File: src/sv/m4ct_pkg.sv
// Package for the 4x4 matrix compose and transform unit: payload types,
// opcodes, lane control and default widths. No dependencies.
`default_nettype none

package m4ct_pkg;

    localparam int FIELD_WIDTH    = 32;
    localparam int FRAC_BITS_DEF  = 16;
    localparam int ELEM_WIDTH_DEF = 32;
    localparam int DIM            = 4;

    typedef enum logic [2:0] {
        OP_IDENT     = 3'd0,
        OP_LOAD      = 3'd1,
        OP_RMUL      = 3'd2,
        OP_LMUL      = 3'd3,
        OP_TRANSPOSE = 3'd4,
        OP_XFORM     = 3'd5
    } op_t;

    typedef struct packed {
        logic [2:0]                    op;
        logic [1:0]                    row;
        logic signed [FIELD_WIDTH-1:0] elem_0;
        logic signed [FIELD_WIDTH-1:0] elem_1;
        logic signed [FIELD_WIDTH-1:0] elem_2;
        logic signed [FIELD_WIDTH-1:0] elem_3;
    } in_item_t;

    typedef struct packed {
        logic signed [FIELD_WIDTH-1:0] out_0;
        logic signed [FIELD_WIDTH-1:0] out_1;
        logic signed [FIELD_WIDTH-1:0] out_2;
        logic signed [FIELD_WIDTH-1:0] out_3;
        logic                          clipped;
    } out_item_t;

    // Control shared by all four lanes.
    typedef struct packed {
        logic en;       // pipeline advances this cycle
        logic issue;    // a multiply is issued this cycle
        logic b_valid;  // the product register holds a term
        logic b_first;  // that term starts a new dot product
    } lane_ctl_t;

endpackage

`default_nettype wire

File: src/sv/m4ct_lane.sv
// One column lane: a registered signed multiplier with fraction truncation,
// an exact accumulator and saturation. Depends on m4ct_pkg.
`default_nettype none

module m4ct_lane
    import m4ct_pkg::*;
#(
    parameter int ELEM_WIDTH = ELEM_WIDTH_DEF,
    parameter int FRAC_BITS  = FRAC_BITS_DEF
)
(
    input  logic                         clk,
    input  lane_ctl_t                    ctl,
    input  logic signed [ELEM_WIDTH-1:0] a,
    input  logic signed [ELEM_WIDTH-1:0] b,
    output logic signed [ELEM_WIDTH-1:0] res,
    output logic                         sat
);

    localparam int FW = 2 * ELEM_WIDTH;
    localparam int PW = FW - FRAC_BITS;
    localparam int AW = PW + 2;

    logic signed [FW-1:0] full;
    logic signed [FW-1:0] shifted;
    logic signed [PW-1:0] prod_next;
    logic signed [PW-1:0] prod_reg;
    logic signed [AW-1:0] acc_reg;
    logic signed [AW-1:0] acc_next;
    logic                 ovf;

    assign full      = a * b;
    assign shifted   = full >>> FRAC_BITS;
    assign prod_next = shifted[PW-1:0];

    always_ff @(posedge clk)
    begin
        if (ctl.en && ctl.issue)
        begin
            prod_reg <= prod_next;
        end
    end

    // The sum of four truncated products is exact in AW bits.
    assign acc_next = (ctl.b_first ? {AW{1'b0}} : acc_reg)
                    + {{2{prod_reg[PW-1]}}, prod_reg};

    always_ff @(posedge clk)
    begin
        if (ctl.en && ctl.b_valid)
        begin
            acc_reg <= acc_next;
        end
    end

    assign ovf = acc_next[AW-1:ELEM_WIDTH-1] != {(AW-ELEM_WIDTH+1){acc_next[AW-1]}};
    assign sat = ovf;

    always_comb
    begin
        if (!ovf)
        begin
            res = acc_next[ELEM_WIDTH-1:0];
        end
        else if (acc_next[AW-1])
        begin
            res = {1'b1, {(ELEM_WIDTH-1){1'b0}}};
        end
        else
        begin
            res = {1'b0, {(ELEM_WIDTH-1){1'b1}}};
        end
    end

endmodule

`default_nettype wire

File: config.mk
export PLATFORM = sky130hd
export DESIGN_NAME = m4ct_lane
export DESIGN_NICKNAME = d
export VERILOG_FILES = /design/src/sv/m4ct_pkg.sv /design/src/sv/m4ct_lane.sv
export SDC_FILE = /design/constraint.sdc
export NUM_CORES = 2
export LEC_CHECK = 0
export BUFFER_PORTS_ARGS = -buffer_cell sky130_fd_sc_hd__clkbuf_2
export CAP_MARGIN = 10
export CORE_UTILIZATION = 35
export DETAILED_ROUTE_END_ITERATION = 10
export GPL_TIMING_DRIVEN = 0
export HOLD_SLACK_MARGIN = 0.08
export PLACE_DENSITY_LB_ADDON = 0.3
export SLEW_MARGIN = 20
export SYNTH_ARGS = -nofsm -noshare
export SYNTH_HDL_FRONTEND = slang
export SYNTH_SLANG_ARGS = --single-unit
File: constraint.sdc
create_clock -name clk -period 23.6 [get_ports clk]
set_input_delay 2.36 -clock clk [delete_from_list [all_inputs] [get_ports clk]]
set_output_delay 2.36 -clock clk [all_outputs]
set_load 0.01 [all_outputs]
==> impl_summary.md <==
STA
The total negative setup slack is 0 ns. The clock arrives with 0.0150 ns of skew. The number of max-slew violations in the final report came to 0. Setup repair after global routing left no endpoint under its margin. The setup slack of the critical path after layout is 12.22 ns. The top achievable clock speed is 0.0878 GHz.

At the pin with the least slew margin, the transition time is 1.23 ns. In this run the tightest slew margin relative to its limit is 18.1%. The fraction of the cycle the final worst path needs is 48.2%. The setup violation total in the final timing report is 0.

The final worst hold slack is 0.727 ns. The number of failing hold endpoints at the final stage is 0. The clock period could shrink to 11.38 ns.

Setup path
The worst setup path is launched from an input pin. The required time of the critical path is 23.70 ns. The worst setup path is captured at a flip-flop. The path type of the worst setup path is input pin to flip-flop. In this run the worst path has a maximum fanout of 10. Data arrives at the worst endpoint at 11.48 ns.

Synth
By area the synthesized netlist is led by sky130_fd_sc_hd__fa_1 (51%), sky130_fd_sc_hd__inv_1 (8.7%), sky130_fd_sc_hd__and2_1 (7.8%). The number of standard cells after synthesis is 4,480. Yosys mapped a number of flops with a built-in enable equal to 98. Counting flops with an async set or reset pin after synthesis yields a share of 0%. The synthesis warning total is 0. In the synthesized netlist the dominant register cell turns out to be sky130_fd_sc_hd__edfxtp_1. The largest total area in the synthesized netlist belongs to sky130_fd_sc_hd__fa_1. The number of different library cells used by synthesis comes to 92. The number of flip-flops and latches in the synthesized netlist is 98. The number of nets in the synthesized netlist is 5,860. The average instance area after synthesis is 9.53 sq um. The portion of synthesized cell area occupied by the leading cell type is 50.7%. The cell area that synthesis handed to floorplanning was 42,700 sq um.

The fraction of the yosys area taken by sequential cells is 6.89%.

Finish
The net count of the finished layout is 5,974. The area added between synthesis and finish is 6.81%. Fill cells in the final layout number 12,300.

The register with the most flip-flops in the layout has 50 of them. The post-route cell area is 45,600 sq um. The proportion of layout cells with a drive suffix above 1 is 4.24%.

Flow run
The max-cap check violation count is 0.

Placement
The last weighted congestion value of the routability-driven placer is 0.987. Buffers placed on the I/O ports in this run total 101. Timing analysis after detailed placement gives a worst setup slack of 11.77 ns. The total cell area at the placement stage is 45,300 sq um.

The detailed placement HPWL is 128 mm.

Route
Across all layers, the routed design uses 32,100 vias. The DRC marker count from the first detailed-route iteration is 2,477. After detailed routing, the total wire length is 150 mm. The number of remaining DRC errors is 0. The number of iterations in the first detailed-routing pass is 6.

Dividing the detail-routed via count by the number of cells gives 5.16. The number of nets still failing antenna checks after routing is 0. Dividing the detail-routed wire length by the instance count gives 24.1 microns.

Clock network
The number of setup buffers added after CTS is 0. Clock-pin slew was measured on the worst setup and hold paths at 0.08 ns. The number of hold buffers added after CTS was 0. At the later pin of the worst-skew pair, clock insertion delay measures 0.36 ns. The number of buffers on the longest clock path is 2. The total number of H-tree levels is 3. The number of gates resized after CTS was 0. The number of sinks on the clock net is 98. TritonCTS built the clock tree. The buffer cell driving the clock tree root is sky130_fd_sc_hd__clkbuf_16. The number of buffers created by CTS is 9.

Global route
The initial antenna violation count is 16. The global-route wire length before repair is 225 mm. Global routing used 25.1% of the available tracks. The total overflow reported by the global router is 0. The maximum number of pins on one net before global-route repair is 51.

The number of global-route vias before repair is 34,300.

Floorplan
The floorplan has 127 rows. The starting density of the core is 35.4%. The height of the die is 351 microns. The region available for standard cell placement spans 120,000 sq um. The floorplan step defined a die boundary enclosing 123,000 sq um. The die outline width is 351 microns. The I/O pin count is 102.

Worst hold path
The path category of the worst min-delay check is flip-flop to flip-flop.

Outcome
The flow ran to the end, and the final reports show no timing, DRC or antenna violations.
## synth_stat cells (all sizes together), types with 12 or more instances
cell       n
xor2      35
nand3     23
o21bai    22
xnor2     64
o211ai    12
ha       229
a31oi     12
clkbuf   212
and2     532
buf       29
inv      989
edfxtp    98
nor3      30
a21o      47
a21oi    117
nor2b     57
a41oi     31
nor2      88
fa      1082
o21ai     61
a211oi    14
and3      15
nand2    537
nand4     27
nand2b    18
## layer usage
metal | global-route usage, % | vias up | wire (microns)
met3 | 4.66 | 397 | 13200
li1 | - | 13600 | -
met5 | 0 | - | 36
met2 | 39.4 | 1514 | 66900
met1 | 32.7 | 16600 | 59600
met4 | 13.8 | 4 | 10200
## worst paths after layout
check,start,to,slack [ns],cells after the start
setup / recovery,b[31],prod_reg[47],12.22,27
hold / removal,prod_reg[0],acc_reg[0],0.73,1
setup reg to reg,acc_reg[7],acc_reg[49],19.63,12
hold reg to reg,prod_reg[0],acc_reg[0],0.73,1
## layout make-up
cell class	count	area [sq um]	area share, %
Sequential cell	98	2940	6.45
Timing Repair Buffer	103	548	1.20
Inverter	990	3720	8.15
Tap cell	1612	2020	4.42
Buffer	241	1030	2.26
Antenna cell	14	35.0	0.0768
Clock buffer	10	229	0.502
Clock inverter	6	58.8	0.129
Multi-Input combinational cell	3151	35000	76.8
## cells in the final DEF, fill, tap and decap left out, types with 34 or more instances in the layout
cell type | Yosys | final
sky130_fd_sc_hd__a21oi_1 | 112 | 112
sky130_fd_sc_hd__nand2_1 | 536 | 536
sky130_fd_sc_hd__xnor2_1 | 64 | 64
sky130_fd_sc_hd__nor2b_1 | 57 | 57
sky130_fd_sc_hd__a21o_1 | 47 | 47
sky130_fd_sc_hd__and2_1 | 531 | 529
sky130_fd_sc_hd__edfxtp_1 | 98 | 98
sky130_fd_sc_hd__clkbuf_2 | 3 | 109
sky130_fd_sc_hd__clkbuf_1 | 209 | 205
sky130_fd_sc_hd__nor2_1 | 87 | 87
sky130_fd_sc_hd__inv_1 | 989 | 989
sky130_fd_sc_hd__o21ai_0 | 52 | 52
sky130_fd_sc_hd__fa_1 | 1082 | 1081
sky130_fd_sc_hd__xor2_1 | 34 | 34
sky130_fd_sc_hd__ha_1 | 229 | 229
## cells by family after synthesis
logic type / after synthesis / synth area share [%]
flip-flops: 98 / 6.89
multiplexers: 4 / 0.0967
adder cells (fa/ha/maj): 1311 / 57.5
AO/OA/AOI/OAI: 382 / 6.10
AND/OR/NAND/NOR: 1355 / 16.3
buffers and inverters: 1231 / 11.1
XOR/XNOR: 99 / 2.08
## critical path, stage by stage
cell	delay, ns
sky130_fd_sc_hd__clkbuf_2	0.40
sky130_fd_sc_hd__inv_1	0.65
sky130_fd_sc_hd__clkbuf_1	0.73
sky130_fd_sc_hd__nor2_1	0.15
sky130_fd_sc_hd__fa_1	0.53
sky130_fd_sc_hd__fa_1	0.42
sky130_fd_sc_hd__fa_1	0.52
sky130_fd_sc_hd__fa_1	0.48
sky130_fd_sc_hd__fa_1	0.54
sky130_fd_sc_hd__fa_1	0.43
sky130_fd_sc_hd__fa_1	0.57
sky130_fd_sc_hd__inv_1	0.08
sky130_fd_sc_hd__fa_1	0.48
sky130_fd_sc_hd__inv_1	0.04
sky130_fd_sc_hd__ha_1	0.26
sky130_fd_sc_hd__clkbuf_1	0.19
sky130_fd_sc_hd__a21o_1	0.21
sky130_fd_sc_hd__o21bai_1	0.16
sky130_fd_sc_hd__a21oi_1	0.17
sky130_fd_sc_hd__o21ai_1	0.11
sky130_fd_sc_hd__a221oi_1	0.31
sky130_fd_sc_hd__o22ai_1	0.22
sky130_fd_sc_hd__o41a_1	0.45
sky130_fd_sc_hd__a311o_1	0.37
sky130_fd_sc_hd__a2111oi_2	0.37
sky130_fd_sc_hd__nor3_1	0.11
sky130_fd_sc_hd__xnor2_1	0.15
## stage by stage
step           utilization, %  std cells
6_report                 37.9       6225
5_1_grt                  37.8       6214
4_1_cts                  37.8       6210
3_5_place_dp             37.6       6194
3_3_place_gp             37.5       6193
2_1_floorplan               -       4480
Power is not shown: default switching activity piles up to over one toggle a cycle in this logic, so the estimate is an artifact.
